**config.mk**
```make
export PLATFORM = sky130hd
export DESIGN_NAME = min_tracking_stack
export DESIGN_NICKNAME = d
export VERILOG_FILES = /design/src/hdl/mts_pkg.sv /design/src/hdl/mts_ram.sv /design/src/hdl/min_tracking_stack.sv
export SDC_FILE = /design/constraint.sdc
export NUM_CORES = 2
export LEC_CHECK = 0
export ABC_CLOCK_PERIOD_IN_PS = 6500
export BUFFER_PORTS_ARGS = -buffer_cell sky130_fd_sc_hd__clkbuf_2
export CORE_MARGIN = 1
export CORE_UTILIZATION = 45
export CTS_BUF_LIST = sky130_fd_sc_hd__clkbuf_2
export DETAILED_ROUTE_END_ITERATION = 7
export GPL_TIMING_DRIVEN = 0
export HOLD_SLACK_MARGIN = 0.05
export SLEW_MARGIN = 15
export SYNTH_ARGS = -nofsm -noshare
export SYNTH_HDL_FRONTEND = slang
export SYNTH_SLANG_ARGS = --single-unit
```
**constraint.sdc**
```tcl
create_clock -name i_clk -period 6.5 [get_ports i_clk]
set_input_delay 0.325 -clock i_clk [delete_from_list [all_inputs] [get_ports i_clk]]
set_output_delay 0.325 -clock i_clk [all_outputs]
set_load 0.02 [all_outputs]
```
**src/hdl/mts_pkg.sv**
```systemverilog
// constants and types of the min tracking stack
package mts_pkg;

    localparam int DEPTH  = 64;
    localparam int DATA_W = 32;
    localparam int CNT_W  = $clog2(DEPTH + 1);
    localparam int ADDR_W = (DEPTH > 1) ? $clog2(DEPTH) : 1;

    localparam logic [DATA_W-1:0] ALL_ONES = '1;

    localparam logic CMD_PUSH = 1'b0;
    localparam logic CMD_POP  = 1'b1;

    typedef enum logic [1:0] {
        ST_DONE  = 2'd0,
        ST_FULL  = 2'd1,
        ST_EMPTY = 2'd2
    } t_status;

    typedef enum logic {
        S_IDLE = 1'b0,
        S_READ = 1'b1
    } t_state;

endpackage

```
**src/hdl/mts_ram.sv**
```systemverilog
// simple dual port ram with registered read
module mts_ram #(
    parameter int WIDTH = 32,
    parameter int DEPTH = 64,
    parameter int ADDR_W = (DEPTH > 1) ? $clog2(DEPTH) : 1
) (
    input  logic              i_clk,
    input  logic              i_we,
    input  logic [ADDR_W-1:0] i_waddr,
    input  logic [WIDTH-1:0]  i_wdata,
    input  logic              i_re,
    input  logic [ADDR_W-1:0] i_raddr,
    output logic [WIDTH-1:0]  o_rdata
);

    logic [WIDTH-1:0] r_mem [DEPTH];
    logic [WIDTH-1:0] r_rdata;

    always_ff @(posedge i_clk) begin
        if (i_we) begin
            r_mem[i_waddr] <= i_wdata;
        end
    end

    always_ff @(posedge i_clk) begin
        if (i_re) begin
            r_rdata <= r_mem[i_raddr];
        end
    end

    assign o_rdata = r_rdata;

endmodule

```
**src/hdl/min_tracking_stack.sv**
```systemverilog
// min tracking stack top level: value and minimum stores with cached tops
//
//  channel  dir  handshake               payload
//  s_axis   in   s_axis_tvalid/tready    tdata: push_value  tuser: cmd
//  m_axis   out  m_axis_tvalid/tready    tdata: top, min    tuser: is_empty, status
//
// a push, a refused push and a pop on empty load the result from the idle state
// a pop goes via the read state: registered reads of each store that was popped
// s_axis_tready is low in the read cycle of a pop and while a result waits unaccepted
// reset clears the counts and the output valid; the stores are not cleared
module min_tracking_stack (
    input  logic                       i_clk,
    input  logic                       i_rst_n,
    input  logic                       s_axis_tvalid,
    output logic                       s_axis_tready,
    input  logic [mts_pkg::DATA_W-1:0] s_axis_tdata,   // [31:0] push_value
    input  logic [0:0]                 s_axis_tuser,   // [0] cmd
    output logic                       m_axis_tvalid,
    input  logic                       m_axis_tready,
    output logic [2*mts_pkg::DATA_W-1:0] m_axis_tdata, // [31:0] top_value, [63:32] min_value
    output logic [2:0]                 m_axis_tuser    // [0] is_empty, [2:1] status
);

    import mts_pkg::*;

    t_state            r_state, n_state;
    logic [CNT_W-1:0]  r_vcount, n_vcount;
    logic [CNT_W-1:0]  r_mcount, n_mcount;
    logic [DATA_W-1:0] r_top, n_top;
    logic [DATA_W-1:0] r_min, n_min;
    logic              r_min_pop, n_min_pop;

    logic              r_out_valid, n_out_valid;
    logic [DATA_W-1:0] r_out_top, n_out_top;
    logic [DATA_W-1:0] r_out_min, n_out_min;
    logic              r_out_empty, n_out_empty;
    t_status           r_out_status, n_out_status;
    logic              out_load;

    logic              in_acc;
    logic              cmd_pop;
    logic signed [DATA_W-1:0] push_value;

    logic              v_we, m_we, v_re, m_re;
    logic [ADDR_W-1:0] v_waddr, m_waddr, v_raddr, m_raddr;
    logic [DATA_W-1:0] v_rdata, m_rdata;
    logic [CNT_W-1:0]  v_rd_cnt, m_rd_cnt;

    assign cmd_pop       = (s_axis_tuser[0] == CMD_POP);
    assign push_value    = s_axis_tdata;
    assign s_axis_tready = (r_state == S_IDLE) && (!r_out_valid || m_axis_tready);
    assign in_acc        = s_axis_tvalid && s_axis_tready;

    assign v_rd_cnt = CNT_W'(r_vcount - CNT_W'(2));
    assign m_rd_cnt = CNT_W'(r_mcount - CNT_W'(2));
    assign v_raddr  = v_rd_cnt[ADDR_W-1:0];
    assign m_raddr  = m_rd_cnt[ADDR_W-1:0];
    assign v_waddr  = r_vcount[ADDR_W-1:0];
    assign m_waddr  = r_mcount[ADDR_W-1:0];

    mts_ram #(.WIDTH(DATA_W), .DEPTH(DEPTH)) u_value_ram (
        .i_clk   (i_clk),
        .i_we    (v_we),
        .i_waddr (v_waddr),
        .i_wdata (s_axis_tdata),
        .i_re    (v_re),
        .i_raddr (v_raddr),
        .o_rdata (v_rdata)
    );

    mts_ram #(.WIDTH(DATA_W), .DEPTH(DEPTH)) u_min_ram (
        .i_clk   (i_clk),
        .i_we    (m_we),
        .i_waddr (m_waddr),
        .i_wdata (s_axis_tdata),
        .i_re    (m_re),
        .i_raddr (m_raddr),
        .o_rdata (m_rdata)
    );

    always_comb begin
        n_state = r_state;
        case (r_state)
            S_IDLE: begin
                if (in_acc && cmd_pop && (r_vcount != '0)) begin
                    n_state = S_READ;
                end
            end
            S_READ: begin
                n_state = S_IDLE;
            end
            default: begin
                n_state = S_IDLE;
            end
        endcase
    end

    always_comb begin
        n_vcount     = r_vcount;
        n_mcount     = r_mcount;
        n_top        = r_top;
        n_min        = r_min;
        n_min_pop    = r_min_pop;
        v_we         = 1'b0;
        m_we         = 1'b0;
        v_re         = 1'b0;
        m_re         = 1'b0;
        out_load     = 1'b0;
        n_out_top    = r_out_top;
        n_out_min    = r_out_min;
        n_out_empty  = r_out_empty;
        n_out_status = r_out_status;
        case (r_state)
            S_IDLE: begin
                if (in_acc && !cmd_pop) begin
                    out_load = 1'b1;
                    if (r_vcount == CNT_W'(DEPTH)) begin
                        n_out_top    = r_top;
                        n_out_min    = r_min;
                        n_out_empty  = 1'b0;
                        n_out_status = ST_FULL;
                    end else begin
                        v_we     = 1'b1;
                        n_vcount = CNT_W'(r_vcount + CNT_W'(1));
                        n_top    = push_value;
                        if ((r_mcount == '0) || (push_value <= $signed(r_min))) begin
                            m_we     = 1'b1;
                            n_mcount = CNT_W'(r_mcount + CNT_W'(1));
                            n_min    = push_value;
                        end
                        n_out_top    = push_value;
                        n_out_min    = n_min;
                        n_out_empty  = 1'b0;
                        n_out_status = ST_DONE;
                    end
                end else if (in_acc && cmd_pop) begin
                    if (r_vcount == '0) begin
                        out_load     = 1'b1;
                        n_out_top    = ALL_ONES;
                        n_out_min    = ALL_ONES;
                        n_out_empty  = 1'b1;
                        n_out_status = ST_EMPTY;
                    end else begin
                        v_re      = 1'b1;
                        n_vcount  = CNT_W'(r_vcount - CNT_W'(1));
                        n_min_pop = (r_mcount != '0) && (r_top == r_min);
                        if (n_min_pop) begin
                            m_re     = 1'b1;
                            n_mcount = CNT_W'(r_mcount - CNT_W'(1));
                        end
                    end
                end
            end
            S_READ: begin
                out_load = 1'b1;
                if (r_vcount == '0) begin
                    n_top = ALL_ONES;
                    n_min = ALL_ONES;
                end else begin
                    n_top = v_rdata;
                    if (r_min_pop) begin
                        n_min = (r_mcount == '0) ? ALL_ONES : m_rdata;
                    end
                end
                n_out_top    = n_top;
                n_out_min    = n_min;
                n_out_empty  = (r_vcount == '0);
                n_out_status = ST_DONE;
            end
            default: begin
                out_load = 1'b0;
            end
        endcase
        if (out_load) begin
            n_out_valid = 1'b1;
        end else if (m_axis_tready) begin
            n_out_valid = 1'b0;
        end else begin
            n_out_valid = r_out_valid;
        end
    end

    always_ff @(posedge i_clk) begin
        if (!i_rst_n) begin
            r_state     <= S_IDLE;
            r_vcount    <= '0;
            r_mcount    <= '0;
            r_min_pop   <= 1'b0;
            r_out_valid <= 1'b0;
        end else begin
            r_state     <= n_state;
            r_vcount    <= n_vcount;
            r_mcount    <= n_mcount;
            r_min_pop   <= n_min_pop;
            r_out_valid <= n_out_valid;
        end
    end

    always_ff @(posedge i_clk) begin
        r_top        <= n_top;
        r_min        <= n_min;
        r_out_top    <= n_out_top;
        r_out_min    <= n_out_min;
        r_out_empty  <= n_out_empty;
        r_out_status <= n_out_status;
    end

    assign m_axis_tvalid = r_out_valid;
    assign m_axis_tdata  = {r_out_min, r_out_top};
    assign m_axis_tuser  = {r_out_status, r_out_empty};

endmodule

```
==> impl.org <==
** Outcome
- Outcome :: finished clean

** Yosys
- By area the synthesized netlist is led by sky130_fd_sc_hd__edfxtp_1 (77%), sky130_fd_sc_hd__mux4_2 (18%), sky130_fd_sc_hd__nor2_1 (0.55%), sky130_fd_sc_hd__clkbuf_1 (0.52%), sky130_fd_sc_hd__a21oi_1 (0.44%).
- The most used flip-flop cell after synthesis is sky130_fd_sc_hd__edfxtp_1.
- After synthesis the netlist holds a flip-flop and latch count of 4308.
- Of the total synthesized cell area, the portion taken by AND, OR, NAND and NOR gates is 1.53%.
- Distinct cells, synth :: between 60 and 70
- The synthesized netlist devotes 0.414% of its cell area to adder and majority cells.
- Share of the synthesized area in the top cell type :: about 77%
- Leading cell types by count after synthesis :: sky130_fd_sc_hd__edfxtp_1 (4291), sky130_fd_sc_hd__mux4_2 (1315), sky130_fd_sc_hd__nor2_1 (245), sky130_fd_sc_hd__clkbuf_1 (233), sky130_fd_sc_hd__a21oi_1 (148)
- Of all cell types, the one taking the most synthesized area is sky130_fd_sc_hd__edfxtp_1.
- The synthesized netlist occupies a cell area of 167000 um2.
- The most common cell in the synthesized netlist is sky130_fd_sc_hd__edfxtp_1.
- Area fraction in compound gates after synthesis :: 1.34%
- Avg Inst Size Synth :: 23.5 um2
- Number of enable-type register cells in the synthesized netlist :: 4291
- Post-synthesis xor/xnor area fraction :: 0.257%
- Warning count from the yosys run :: 0
- Share of synthesized flip-flops with an asynchronous set or reset :: 0%
- Syn nets :: between 7000 and 8000
- Fraction of the yosys area taken by sequential cells :: 77.4%
- Cells after Synth :: 7089
- Of the post-synthesis cell area, the part taken by muxes is 18.0%.
- After synthesis, the largest family of logic cells by area is multiplexers.

** Route
- Routed WL per cell :: 34.6 um
- Total iterations of the first detailed-routing run :: 6
- Across all layers, the routed design uses 86600 vias.
- In this run, the number of DRC markers left after iteration 0 of detailed routing was 11800.
- DR vias/cell :: 6.04
- DRC violation count after routing :: 0
- The detail route stage leaves a number of antenna-violating nets equal to 0.
- Routed wire length :: approximately 500 mm

** Floorplan
- The die covers 373000 um2.
- Count of pins on the block boundary :: 106
- Initial core utilization :: 45.2%
- The floorplan step set the die width to 611 um.
- The floorplan has around 220 rows.
- CORE AREA :: 369000 um2
- The floorplan step set the die height to 611 um.

** Critical path
- For the worst setup path, the data required time is 8.32 ns.
- On the critical path, the stage with the largest delay is an instance of sky130_fd_sc_hd__mux2i_1.
- In this run the worst path has a maximum fanout of 19.
- Data arrives at the worst endpoint at 8.21 ns.
- Reg2reg end :: u_min_ram.o_rdata[12]
- Crit-path cells :: buf_2 -> clkbuf_1 -> clkbuf_4 -> inv_1 -> ha_1 -> buf_2 -> buf_2 -> clkbuf_2 -> clkbuf_2 -> mux4_2 -> mux2i_1 -> a21oi_1
- STA classifies the critical path startpoint as a register.
- In this design, the largest share of critical-path delay is due to buffers and inverters.
- CP max stage delay :: 0.71 ns
- Among the stages of the critical path, the cell type that occurs most often is sky130_fd_sc_hd__buf_2.
- The worst setup path is of the register to register kind.
- Crit end category :: register
- In this run the critical register-to-register path is launched from r_mcount[1].
- The critical path contains buffers and inverters numbering 8 combined.
- Flop2flop setup slack :: approximately 0.11 ns
- For the worst flop-to-flop path, the logic depth is 12.

** Flow run
- Total of max-cap violations :: 0

** Clock tree
- After clock tree synthesis, the clock-pin slew on the worst setup and hold paths is about 0.11 ns.
- The clock reaches the later pin of the worst-skew pair after 2.30 ns.
- Max H-tree Level :: 7
- TritonCTS clock tree :: done
- In this run the deepest clock path goes through 5 buffers.
- CTS saw approximately 4300 sinks.
- Number of clock buffers inserted by TritonCTS :: 1147
- In this run the clock root is driven by a sky130_fd_sc_hd__clkbuf_2.

** GRT
- The first global-routing pass estimated 683 mm of wire.
- Maximum number of pins on one net before global-route repair :: 130
- The number of global-route vias before repair was 88600.
- Final global-route overflow total :: 0
- Antenna violations before repair :: 48
- Total routing usage reported by global routing :: 26.9%

** Layout
- The post-route netlist has 38.7% of its cells at a drive strength greater than 1.
- Total number of nets in the final design :: 8796
- After routing the design area is about 190000 um2.
- Signed area change from the synthesized netlist to the final layout :: 14.4%

** STA
- Setup violations remaining at the end of the flow were counted as 0.
- Between clock sinks in the finished design, the worst skew comes to ~0.19 ns.
- The final critical path takes up 98.3% of the cycle.
- The total count of hold-check failures in the final report came to 0.
- Maximum achievable frequency :: about 160 MHz
- The worst pin sits at a relative slew slack of 2.80%.
- Min cycle time layout :: 6.39 ns
- Pins over their slew limit :: 0
- At the pin with the least slew margin, the transition time is about 1.4 ns.
- RSZ-0062 raised after global routing :: false

** Power
- Clock share of power :: between 20% and 30%
- Pwr Density :: 374 nW/um2
- Of the total power, the share spent switching nets is 34.9%.
- Total design power :: 71300 uW
- Peak supply drop :: between 0.2 and 0.3 mV
- Combinational logic burns around 30% of the power.
- Pint :: 46500 uW
- Registers are responsible for 44.7% of the overall power.
- The analysis attributes to net switching a power of roughly 25000 uW.
- Leakage component of the power :: 0.0598 uW

** Place
- Detailed placement finished with a half-perimeter wire length of 329 mm.
- Cell area after placement :: around 180000 um2
- Input and output buffers added on the ports amount to between 100 and 150.
- Routability-driven placement finished with a final weighted congestion of 0.935.

** Worst hold path
- Source of the worst hold timing path :: s_axis_tdata[20]
- Endpoint of the worst hold-timing path :: u_min_ram.r_mem[29][20]
- Hold path depth :: 5
- Worst min-delay path class :: input pin to register
per-stage QoR:
| stage | setup slack [ns] | utilization [%] | cells | TNS (ns) | hold slack, ns |
|---|---|---|---|---|---|
| 5_1_grt | 0.0733 | 51.7 | 14300 | 0 | 0.201 |
| 6_report | 0.111 | 51.7 | 14300 | 0 | 0.343 |
| 3_5_place_dp | -1.84 | 48.6 | 12300 | -47.15 | 0.534 |
| 2_1_floorplan | 1.48 | - | 7089 | 0 | 0.424 |
| 3_3_place_gp | -2.84 | 47.0 | 12100 | -6216.06 | 0.541 |
| 4_1_cts | 0.130 | 51.7 | 14300 | 0 | 0.0521 |
area by class of cell:
type                            instances  area, um2
Fill cell                           29100     178000
Sequential cell                      4308     129000
Multi-Input combinational cell       2331      36900
Clock buffer                         1584       7930
Timing Repair Buffer                  470       7360
Tap cell                             4950       6190
Buffer                                398       1720
Clock inverter                        212       1290
Inverter                               49        184
Antenna cell                           30       75.1
per-layer routing:
layer | share of wire [%] | track usage, % | vias to the layer above
met5 | 0.015 | 0 | -
met3 | 8.9 | 6.32 | 943
li1 | - | - | 34400
met1 | 37 | 34.1 | 46200
met4 | 4.9 | 14.5 | 12
met2 | 49 | 43.2 | 5057
logic make-up (layout without fill, tap and decap cells):
logic type,after synthesis,after routing
other,0,30
XOR/XNOR,49,49
flip-flops,4308,4308
AND/OR/NAND/NOR,528,528
adder cells (fa/ha/maj),54,54
AO/OA/AOI/OAI,351,351
buffers and inverters,450,2713
multiplexers,1349,1349
flip-flops by register name (all words and copies together), names as in the netlist, 2 cells and up:
name	cells
r_vcount	7
u_value_ram.r_mem	2048
r_min	32
u_min_ram.o_rdata	32
r_mcount	7
r_out_min	32
u_value_ram.o_rdata	32
r_out_status	2
r_top	32
u_min_ram.r_mem	2048
r_out_top	32
worst min-delay path, stage by stage:
cell and delay (ns):
sky130_fd_sc_hd__dlygate4sd3_1 0.53, sky130_fd_sc_hd__dlygate4sd3_1 0.55, sky130_fd_sc_hd__dlygate4sd3_1 0.57, sky130_fd_sc_hd__clkbuf_8 0.17
sky130_fd_sc_hd__buf_16 0.19
what timing repair did:
| action | 4_1_cts | 5_1_grt |
|---|---|---|
| endpoints found under the setup margin | 64 | 0 |
| gates resized for setup | 11 | 0 |
| hold buffers | 167 | 0 |
| hold endpoints to repair | 4399 | 0 |
| setup buffers | 0 | 0 |
worst max path at each step:
stage / start / end / cells after the start
CTS: r_mcount[1] / u_min_ram.o_rdata[27] / 12
global placement: s_axis_tdata[7] / u_min_ram.r_mem[61][12] / 10
global route: r_mcount[1] / u_min_ram.o_rdata[12] / 12
floorplan: r_mcount[1] / u_min_ram.o_rdata[0] / 5
detailed placement: r_mcount[1] / u_min_ram.o_rdata[12] / 13
finish: r_mcount[1] / u_min_ram.o_rdata[12] / 12
power by group through the flow:
stage,logic (uW),clock network (uW),registers (uW)
global placement,20600,0,32700
detailed placement,21100,0,32500
finish,21600,17800,31900
floorplan,11100,0,32500
global route,21900,19500,31900
CTS,21300,18200,31900
placed cells by master, fill, tap and decap left out, types with 12 or more instances in the layout:
cell type,instances
sky130_fd_sc_hd__clkbuf_1,203
sky130_fd_sc_hd__dlygate4sd3_1,136
sky130_fd_sc_hd__mux4_2,1315
sky130_fd_sc_hd__nand4_1,13
sky130_fd_sc_hd__clkbuf_8,32
sky130_fd_sc_hd__bufinv_16,18
sky130_fd_sc_hd__a211oi_1,24
sky130_fd_sc_hd__a311oi_2,12
sky130_fd_sc_hd__ha_1,52
sky130_fd_sc_hd__dfxtp_1,17
sky130_fd_sc_hd__inv_1,47
sky130_fd_sc_hd__nand2b_1,37
sky130_fd_sc_hd__nor4_1,77
sky130_fd_sc_hd__o21ai_0,42
sky130_fd_sc_hd__a311oi_1,47
sky130_fd_sc_hd__buf_16,92
sky130_fd_sc_hd__o21ai_1,12
sky130_fd_sc_hd__and2_1,16
sky130_fd_sc_hd__xor2_1,39
sky130_fd_sc_hd__nand3_1,16
sky130_fd_sc_hd__buf_12,129
sky130_fd_sc_hd__nand2_1,71
sky130_fd_sc_hd__buf_2,126
sky130_fd_sc_hd__buf_1,36
sky130_fd_sc_hd__a22oi_1,33
sky130_fd_sc_hd__clkinv_1,157
sky130_fd_sc_hd__nor2_4,126
sky130_fd_sc_hd__mux2i_1,25
sky130_fd_sc_hd__inv_2,29
sky130_fd_sc_hd__a21oi_1,148
sky130_fd_sc_hd__nor2_1,119
sky130_fd_sc_hd__edfxtp_1,4291
sky130_fd_sc_hd__diode_2,30
sky130_fd_sc_hd__clkbuf_2,1683
No activity file was read; power rests on OpenSTA's default activity.
